[config.mk]
export PLATFORM = sky130hd
export DESIGN_NAME = kac_ram
export DESIGN_NICKNAME = d
export VERILOG_FILES = /design/src/design/kac_ram.sv
export SDC_FILE = /design/constraint.sdc
export NUM_CORES = 1
export LEC_CHECK = 0
export BUFFER_PORTS_ARGS = -buffer_cell sky130_fd_sc_hd__buf_2
export CAP_MARGIN = 20
export CORE_UTILIZATION = 49
export CTS_CLUSTER_SIZE = 25
export DETAILED_ROUTE_END_ITERATION = 16
export PLACE_DENSITY = 0.75
export SYNTH_ARGS = -nofsm -noshare
export SYNTH_HDL_FRONTEND = slang
export SYNTH_SLANG_ARGS = --single-unit
[constraint.sdc]
create_clock -name clk -period 4.8 [get_ports clk]
set_input_delay 0.96 -clock clk [delete_from_list [all_inputs] [get_ports clk]]
set_output_delay 0.96 -clock clk [all_outputs]
set_load 0.1 [all_outputs]
[src/design/kac_ram.sv]
// simple dual port ram, one write and one registered read port
module kac_ram #(
  parameter int W = 8,
  parameter int D = 32
) (
  input  logic                 clk,
  input  logic                 we,
  input  logic [$clog2(D)-1:0] waddr,
  input  logic [W-1:0]         wdata,
  input  logic [$clog2(D)-1:0] raddr,
  output logic [W-1:0]         rdata
);

  logic [W-1:0] mem [D];

  always_ff @(posedge clk) begin
    if (we) begin
      mem[waddr] <= wdata;
    end
  end

  always_ff @(posedge clk) begin
    rdata <= mem[raddr];
  end

endmodule

### After elaboration in Yosys (flattened, before gate mapping)

Memories as Yosys holds them, arrays and structs flattened. A register that Yosys moved wholly into a read port is not among the register bits.
Index checks and enable logic that the tools add are counted.

| word-level totals | value |
|---|---|
| bits of input ports | 20 |
| memories | 1 |
| memory bits (writable) | 256 |
| output and inout bits | 8 |
| flip-flop bits (word level) | 0 |
| word-level logic and storage cells | 3 |

Memory list:

| memory | depth | bits a word | read ports | clocked after memory_dff | write ports | line | RTL |
|---|---|---|---|---|---|---|---|
| mem | 32 | 8 | 1 | 1 | 1 | 14 | `logic [W-1:0] mem [D];` |

| cells by class | value |
|---|---|
| mux-type cells | 2 |

Operator list:

| kind | number |
|---|---|
| two-way mux 1 bit | 2 |

### Longest topological paths before layout

| logic depth | value |
|---|---|
| word-level depth | 2 |
| depth in mapped cells | 5 |
| gate-level depth less buffers | 3 |

### Least setup slack after synthesis

Ideal clock, no wire load.

| path | value |
|---|---|
| path kind | in2reg |
| start | input raddr[2] |
| end | register rdata[0] (read register of mem) |
| stages on the path | 5 |
| required time | 4.679 ns |
| path slack | 2.038 ns |
| data arrival time | 2.642 ns |
| path buffers | 2 |
| cell sequence | clkbuf_1 -> clkbuf_1 -> mux4_2 -> mux4_2 -> mux2_2 |

RTL lines:

| element | line | RTL |
|---|---|---|
| start, declared | 10 | `input logic [$clog2(D)-1:0] raddr,` |
| end, declared | 11 | `output logic [W-1:0] rdata` |

==> run metrics <==
core area between 0.02 and 0.025 mm2; number of global-route vias before repair 4664; Die Area 0.02109 mm2; Leak Pwr 3.536 nW; Storage cell area a little under 0.008 mm2; TritonCTS clock tree yes; Post-Synth Adder-Cell Area 0; final hold violations 0; antenna violations before repair 0; die width 145.2 um; measured slew at the worst slew-check pin 976.9 ps; DP HPWL 11750 um; area leader, netlist edfxtp_1; Yosys top cell area share 0.7647; async set-or-reset flop fraction in the synthesized netlist 0; # DRC 0; cell row count 52; Root Buffer clkbuf_16; fin util 0.5642; worst r2r src mem[23][4]; clock buffer depth 3; post-route ant nets 0; power density cells 439.4 mW/mm2; largest stage delay on the critical path 600 ps; largest family of logic cells by synthesized area multiplexers; IR drop worst, VDD approximately 0.27 mV; Netlist cell types 15; post-CTS setup buffers 0; Initial Util 0.4984; Post-Synthesis Cells about 420; Critical Path Start Type input port; largest net degree at the start of global routing 65; total number of vias about 4400; first-pass GRT wire length 29890 um; total gr overflow 0; routability cong. roughly 0.72; layout cells sized above 1 0.3481; outcome finished clean; HP Start raddr[3]; Max Clk Rate 351.3 MHz; XOR/XNOR Fraction of Synth Area 0; Clock Sinks 264; Synthesized Nets 437; initial drt markers between 400 and 500; Yosys Warn Count 0; CP Data Required Time 5210 ps; # IOs 28; sequential share of the synthesized area 0.7806; RSZ-0062 raised after global routing no; cts bufs inserted 26; post-route setup TNS 0 ps; Filler Cells Inserted 1420; synth-to-layout area growth 13.19%; Setup-failing EPs final 0; Synth area leaders edfxtp_1 76%, mux4_2 18%, dfxtp_1 1.6%; All-Layer GR Usage 0.1937; diode count 0; fin crit period ~2800 ps; CP Max Fanout 35; R2R Setup Slk roughly 3000 ps; post-synthesis compound-gate area fraction 0; CP Class input port to flip-flop; routed wire length 19610 um; Top FF cell, synth edfxtp_1; number of synthesized register bits 264; CTS Hold Bufs 0; worst skew pair latency 530 ps; WL per Instance 26.35 um; Placement Cell Area 0.01046 mm2; Final Instance Count excl. Fillers 744; Final Skew 15.68 ps; CP Launch Point raddr[0]; buffers added on ports 27; vias per std cell between 5 and 6; Multi-input gate area 0.002100 mm2; Avg Inst Size Synth ~24 um2; Cell Area, Synth 0.01005 mm2; simple-gate area share of the yosys netlist 0.02066; Min-Delay Path Class input port to flip-flop; final number of max-transition violations 0; Clock transition at path regs 60 ps; fin nets 474; Slew Limit Headroom 0.3463; Post-synth EDFFs 256; Initial DRT Pass Iterations 5; CP max-delay cell mux4_2; cell mode on critical path mux4_2; mux cell area share after synthesis 0.1882; most frequent cells after synthesis 256 x edfxtp_1, 80 x mux4_2, 33 x nor2_1; post-cts gate resize count 0; WP data arrival about 3300 ps; H-tree levels 1; fin crit share 0.5930; most common cell in the netlist edfxtp_1; max cap viols 0; placed cells slightly below 700; post-route cell area 0.01138 mm2; Die Ht 145.2 um; worst path cell trace buf_4 > buf_12 > mux4_2 > mux4_2 > mux2_2; CP Capture Type flip-flop
==> per-layer routing <==
metal | share of wire | track usage
met1 | 0.42 | 0.2857
met2 | 0.49 | 0.3019
met3 | 0.072 | 0.03082
met4 | 0.023 | 0.05895
met5 | 0 | 0
==> cell type report <==
type,instances,area share
multi-input cells,133,0.1845
well taps,270,0.02969
flip-flops and latches,264,0.6896
clock buffers,31,0.06333
clock inverters,17,0.01726
repair buffers,29,0.01561
==> power breakdown <==
group	leakage (nW)	total [mW]	internal (mW)	switching, mW
clock network	0.443	2.12	1.29	0.837
registers	2.37	2.57	2.56	0.0102
logic	0.719	0.303	0.102	0.201
total	3.54	5.00	3.95	1.05
==> worst max-delay path: cells and delay by family <==
family,cells,cell delay [ps]
mux,3,1410
buf+inv,2,850
==> flip-flops by register name, indices dropped and copies added, names as in the netlist <==
register  cells
rdata         8
mem         256
==> stage by stage <==
stage                     power, mW  worst slack (ps)  hold slack, ps
after detailed placement      2.927              1360           901.2
after global routing          5.118              1844           869.6
after floorplan               2.825              2038           865.2
after global placement        2.919              1381           882.6
after CTS                     5.021              1909           870.0
final                         5.000              1954           879.3
==> layout by cell type, fill, tap and decap left out <==
cell	Yosys	routed
clkbuf_1	6	1
nand3_1	2	2
buf_2	1	26
nand3b_1	5	5
clkbuf_16	0	27
clkinvlp_4	0	4
mux4_2	80	80
clkinv_1	0	2
bufinv_16	0	4
nor2_1	33	33
mux2_2	8	8
clkinv_4	0	1
clkbuf_8	0	3
buf_4	6	1
or3b_2	3	3
edfxtp_1	256	256
or3_1	1	1
buf_12	0	2
nand2_1	1	1
clkinv_2	0	6
dfxtp_1	8	8
==> path summary, 6_finish.rpt <==
| check | to | cells after the start |
|---|---|---|
| setup / recovery | rdata[7] | 5 |
| hold / removal | rdata[2] | 2 |
| setup reg to reg | rdata[4] | 3 |
| hold reg to reg | rdata[4] | 3 |
==> logic make-up after synthesis <==
kind of cell / after synthesis
simple gates: 45
flops: 264
mux: 88
buf+inv: 20
Power figures use the tool's default switching activity.
