==> src/design/kac_pkg.sv <==
// shared types and constants of the key association cache
package kac_pkg;

  localparam int DEPTH = 32;
  localparam int IDX_W = $clog2(DEPTH);
  localparam int CNT_W = $clog2(DEPTH + 1);

  localparam int MAC_W  = 48;
  localparam int WORD_W = 64;
  localparam int KEY_W  = 256;
  localparam int SSID_W = 8;
  localparam int LIFE_W = 16;
  localparam int EL_W   = 8;
  localparam int REMOVED_W = 6;

  localparam int APB_ADDR_W = 3;
  localparam int APB_DATA_W = 32;

  localparam logic REG_LIFETIME = 1'b0;
  localparam logic REG_DEFAULT  = 1'b1;
  localparam logic [LIFE_W-1:0] DEFAULT_LIFE_RST = 16'd43200;

  localparam logic [2:0] OP_ADD    = 3'd0;
  localparam logic [2:0] OP_SEEN   = 3'd1;
  localparam logic [2:0] OP_TICK   = 3'd2;
  localparam logic [2:0] OP_LOOKUP = 3'd3;
  localparam logic [2:0] OP_CLEAR  = 3'd4;

  localparam logic [2:0] ST_ADDED     = 3'd0;
  localparam logic [2:0] ST_IGNORED   = 3'd1;
  localparam logic [2:0] ST_FOUND     = 3'd2;
  localparam logic [2:0] ST_NOT_FOUND = 3'd3;
  localparam logic [2:0] ST_REFRESHED = 3'd4;
  localparam logic [2:0] ST_DONE      = 3'd5;

  typedef struct packed {
    logic [MAC_W-1:0]  mac;
    logic [WORD_W-1:0] ident_hi;
    logic [WORD_W-1:0] ident_lo;
    logic [SSID_W-1:0] ssid;
    logic [LIFE_W-1:0] life;
  } meta_t;

  localparam int META_W = $bits(meta_t);

endpackage

==> src/design/kac_cfg.sv <==
// apb configuration registers of the key association cache
module kac_cfg (
  input  logic                             clk,
  input  logic                             rst,
  input  logic                             psel,
  input  logic                             penable,
  input  logic                             pwrite,
  input  logic [kac_pkg::APB_ADDR_W-1:0]   paddr,
  input  logic [kac_pkg::APB_DATA_W-1:0]   pwdata,
  output logic [kac_pkg::APB_DATA_W-1:0]   prdata,
  output logic                             pready,
  output logic [kac_pkg::LIFE_W-1:0]       fresh_life
);

  logic [kac_pkg::LIFE_W-1:0] lifetime_setting;
  logic [kac_pkg::LIFE_W-1:0] default_lifetime;
  logic                       wr;
  logic                       idx;

  assign pready = 1'b1;
  assign wr     = psel && penable && pwrite;
  assign idx    = paddr[2];

  always_ff @(posedge clk) begin
    if (rst) begin
      lifetime_setting <= '0;
      default_lifetime <= kac_pkg::DEFAULT_LIFE_RST;
    end else if (wr) begin
      unique case (idx)
        kac_pkg::REG_LIFETIME: lifetime_setting <= pwdata[kac_pkg::LIFE_W-1:0];
        kac_pkg::REG_DEFAULT:  default_lifetime <= pwdata[kac_pkg::LIFE_W-1:0];
        default: ;
      endcase
    end
  end

  always_comb begin
    unique case (idx)
      kac_pkg::REG_LIFETIME:
        prdata = {{(kac_pkg::APB_DATA_W-kac_pkg::LIFE_W){1'b0}}, lifetime_setting};
      kac_pkg::REG_DEFAULT:
        prdata = {{(kac_pkg::APB_DATA_W-kac_pkg::LIFE_W){1'b0}}, default_lifetime};
      default: prdata = '0;
    endcase
  end

  // zero setting falls back to the default
  assign fresh_life = (lifetime_setting == '0) ? default_lifetime : lifetime_setting;

endmodule

==> config.mk <==
export PLATFORM = sky130hd
export DESIGN_NAME = kac_cfg
export DESIGN_NICKNAME = d
export VERILOG_FILES = /design/src/design/kac_pkg.sv /design/src/design/kac_cfg.sv
export SDC_FILE = /design/constraint.sdc
export NUM_CORES = 1
export LEC_CHECK = 0
export ABC_AREA = 1
export ABC_CLOCK_PERIOD_IN_PS = 1600
export BUFFER_PORTS_ARGS = -buffer_cell sky130_fd_sc_hd__buf_2
export CELL_PAD_IN_SITES_DETAIL_PLACEMENT = 0
export CELL_PAD_IN_SITES_GLOBAL_PLACEMENT = 1
export CORE_UTILIZATION = 30
export CTS_CLUSTER_SIZE = 30
export DETAILED_ROUTE_END_ITERATION = 16
export PLACE_DENSITY = 0.86
export SYNTH_ARGS = -nofsm -noshare
export SYNTH_HDL_FRONTEND = slang
export SYNTH_SLANG_ARGS = --single-unit
==> constraint.sdc <==
create_clock -name clk -period 1.6 [get_ports clk]
set_input_delay 0.32 -clock clk [delete_from_list [all_inputs] [get_ports clk]]
set_output_delay 0.32 -clock clk [all_outputs]
set_load 0.02 [all_outputs]
After elaboration in Yosys (flattened, before gate mapping)

Cells that the tools add are included.

Flip-flop bits (word level): 32
Input bits: 40
Output and inout bits: 49
Logic and storage cells: 10

Multiplexer cells: 2
Bitwise logic cells: 1
Reductions and logical operators: 5

Operator list:

| kind                             | count |
|---|---|
| case mux 32 bit (2 select lines) | 1 |
| zero test 16 bit                 | 1 |
| two-way mux 16 bit               | 1 |
| AND reduction 2 bit              | 2 |
| logical AND 1 bit                | 2 |
| NOT 1 bit                        | 1 |

Depth between registers and ports, before layout

Depth after elaboration: 3
Mapped depth: 6
Mapped depth without buffers: 5

Worst setup path after synthesis

Ideal clock, no wire load.

Path type: register to output
Start point: register lifetime_setting[7] (netlist name)
End point: output fresh_life[10] (netlist name)
Arrival: 1.148 ns
Data required time: 1.280 ns
Setup slack: 0.132 ns
Stages on the path, launching flop included: 7
Path buffers: 1
Cells stage by stage: dfxtp_1 > nor2_1 > nand2_1 > nor2_1 > buf_6 > nand3_1 > nand2_1

Longest elaborated chain between the ends: 2

Ends and longest elaborated chain:

| item                   | RTL line      | text |
|---|---|---|
| from (decl)            | kac_cfg.sv:15 | `logic [kac_pkg::LIFE_W-1:0] lifetime_setting;` |
| from (signal assigned) | kac_cfg.sv:30 | `kac_pkg::REG_LIFETIME: lifetime_setting <= pwdata[kac_pkg::LIFE_W-1:0];` |
| zero test 16 bit       | kac_cfg.sv:48 | `assign fresh_life = (lifetime_setting == '0) ? default_lifetime : lifetime_setting;` |
| two-way mux 16 bit     | kac_cfg.sv:48 |  |
| to (decl)              | kac_cfg.sv:12 | `output logic [kac_pkg::LIFE_W-1:0] fresh_life` |

Every way passes these cells.

Worst setup path after layout

Start point: register lifetime_setting[9] (netlist name)
End point: output fresh_life[9] (netlist name)

Longest elaborated chain between the ends: 2

Ends and longest elaborated chain:

| item                   | RTL line |
|---|---|
| zero test 16 bit       | kac_cfg.sv:48 |
| two-way mux 16 bit (*) | kac_cfg.sv:48 |

Every way passes the cells marked *; elsewhere a longest branch is shown, timed or not.

==> flow_summary.json <==
{
  "status": "complete, but fails checks",
  "failed_checks": "negative setup slack",
  "fin_ws_ns": -0.134,
  "viasPerCell": 4.63,
  "critPathCaptureType": "primary output",
  "powerDensity_mw_per_mm2": 930,
  "min_period_ns": 1.73,
  "grt_setup_unrepaired": "yes",
  "post_cts_buffers": 0,
  "final_common_cell": "o21ai_0",
  "area_delta_synth_final_pct": 41.4,
  "r2r_start": "lifetime_setting[2]$_SDFFE_PP0P_",
  "wl_per_cell_um": 12.2,
  "finalSetupViolCount": 16,
  "dpl_cell_area_sq_mm": 0.00201,
  "fillCellCount": 580,
  "finalCritPeriodShare_pct": 108,
  "crit_arrival_ns": 1.41,
  "hp-class": "in -> reg",
  "ys_ff_latch": 32,
  "syn_inst": 260,
  "clock-sinks": 32,
  "r2r_slack_ns": 0.92,
  "cts_tree": "done",
  "ioPinCount": 89,
  "io_buffers": 53,
  "ys_seq_area_share_pct": 37.4,
  "drive_gt1_share_pct": 39.0,
  "stdcell_area_sq_mm": 0.00242,
  "hold_slack_ns": 0.246,
  "skew_ns": 0,
  "leakage_uw": 0.00114,
  "yosysWarnings": 0,
  "antenna_found_initial": 0,
  "fmax_mhz": 577,
  "grt_pass1_vias": 1548,
  "startpoint_type": "register",
  "routabilityCongestion": 0.779,
  "cpMaxStageDelayCell": "dfxtp_1",
  "rows": 27,
  "nets": 357,
  "slowest_delay_ns": 0.33,
  "worstSetupPathType": "reg -> out",
  "synth_area_per_cell_sq_um": 6.59,
  "postRouteAntennaNets": 0,
  "post-route-drc-count": 0,
  "seq_area_sq_um": 651,
  "synthDistinctLibCells": 17,
  "dp_hpwl_um": 3110,
  "ir_worst_vdd_mv": 0.371,
  "hold_violations": 0,
  "grt_max_degree": 33,
  "postCtsHoldBufs": 0,
  "clock_latency_ns": 0.28,
  "cp_max_fo": 5,
  "setup_tns_ns": -1.90,
  "cp-endpoint": "fresh_life[9]",
  "drt_iter0_drc": 89,
  "clk_pin_slew_ns": 0.07,
  "r2r-end": "lifetime_setting[2]$_SDFFE_PP0P_",
  "grt_usage_pct": 16.0,
  "core_region_area_sq_mm": 0.00551,
  "start_util_pct": 31.1,
  "layout_common_cells": "o21ai_0, nor2_1, buf_2",
  "cp_cell_sequence": "nor2_1 -> nand2_2 -> nor2_4 -> buf_6 -> nand3_2 -> nand2_2 -> buf_6",
  "drv_slew": 0,
  "htree_levels": 2,
  "antenna_cells": 0,
  "worst-r2r-cell-count": 2,
  "drt-total-wl_um": 4770,
  "post-route-util_pct": 44.0,
  "die_area_sq_mm": 0.00602,
  "numCtsBuffers": 5,
  "cts_buffer_depth": 2,
  "ctsRootBufferMaster": "clkbuf_8",
  "preCtsSetupSlack_ns": 0.152,
  "drt_first_pass_iters": 4,
  "multi_input_area_sq_mm": 0.00101,
  "crit_required_ns": 1.28,
  "dr_total_vias": 1807,
  "die_h_um": 77.6,
  "grt-ovfl-total": 0,
  "die_w_um": 77.6,
  "startpoint": "lifetime_setting[9]$_SDFFE_PP0P_",
  "grt_pass1_wl_um": 7500,
  "drv_cap": 0,
  "syn-cell-area_sq_mm": 0.00171
}
[critical path, delay by kind of cell, from the launching register on]
family	cells	cell delay, ns
buf+inv	2	0.26
flops	1	0.33
simple gates	5	0.53
[sequential cells by signal, indices dropped and copies added (netlist names)]
| register | cells |
|---|---|
| lifetime_setting | 16 |
| default_lifetime | 16 |
[per-stage QoR]
step,total power [uW],instances
after global routing,2350,390
after CTS,2230,390
final,2250,390
after detailed placement,1330,380
after global placement,1330,380
after floorplan,1200,275
[layer usage]
layer  vias to the layer above  GRT usage [%]  routed length (um)
li1                        914              -                   -
met1                       831           19.7                2160
met2                        55           27.2                2340
met3                         7           3.41                 204
met4                         0           6.23                  69
met5                         -              0                   0
[power breakdown]
group          total (uW)  internal (uW)  switching (uW)
clock                 760            462             299
sequential            851            825            25.7
combinational         642            261             381
total                2250           1550             705
[Yosys cell counts]
master	n	share of area, %
nand3_1	20	5.8
clkbuf_1	6	1.3
buf_2	5	1.5
nor2_1	48	11
o21ai_1	1	0.29
nor3_1	16	4.7
o21ai_0	42	12
nand2_1	46	10
buf_6	2	1.3
inv_1	17	3.7
dfxtp_1	32	37
conb_1	2	0.44
buf_4	18	7.9
nand4_2	1	0.73
nor2_4	1	0.66
inv_2	1	0.22
nand3_2	2	1.2
[area by class of cell]
class                           instances  share of cell area [%]
Multi-Input combinational cell        194                    41.6
Clock buffer                            6                    3.00
Inverter                               18                    2.79
Clock inverter                          2                    1.45
Sequential cell                        32                    26.9
Tap cell                               72                    3.72
Timing Repair Buffer                   66                    20.6
[cells by family after synthesis]
kind of cell,share of synthesized area (%)
AO/OA/AOI/OAI,12.6
flip-flops,37.4
AND/OR/NAND/NOR,33.7
other,0.438
buffers and inverters,15.9
[worst min path at each step]
| stage | startpoint | to | slack [ns] | cells after the start |
|---|---|---|---|---|
| floorplan | pwdata[11] | default_lifetime[11]$_SDFFE_PP1P_ | 0.43 | 2 |
| global placement | default_lifetime[13]$_SDFFE_PP1P_ | default_lifetime[13]$_SDFFE_PP1P_ | 0.48 | 2 |
| detailed placement | default_lifetime[7]$_SDFFE_PP1P_ | default_lifetime[7]$_SDFFE_PP1P_ | 0.48 | 2 |
| CTS | pwdata[11] | default_lifetime[11]$_SDFFE_PP1P_ | 0.24 | 3 |
| global route | pwdata[13] | default_lifetime[13]$_SDFFE_PP1P_ | 0.25 | 3 |
| finish | pwdata[11] | default_lifetime[11]$_SDFFE_PP1P_ | 0.25 | 3 |
[what timing repair did]
item,in CTS,in global routing
resized for setup,57,34
cloned,2,0
setup endpoints to repair,16,16
pin swaps,9,29
(Power assumes the default switching activity.)
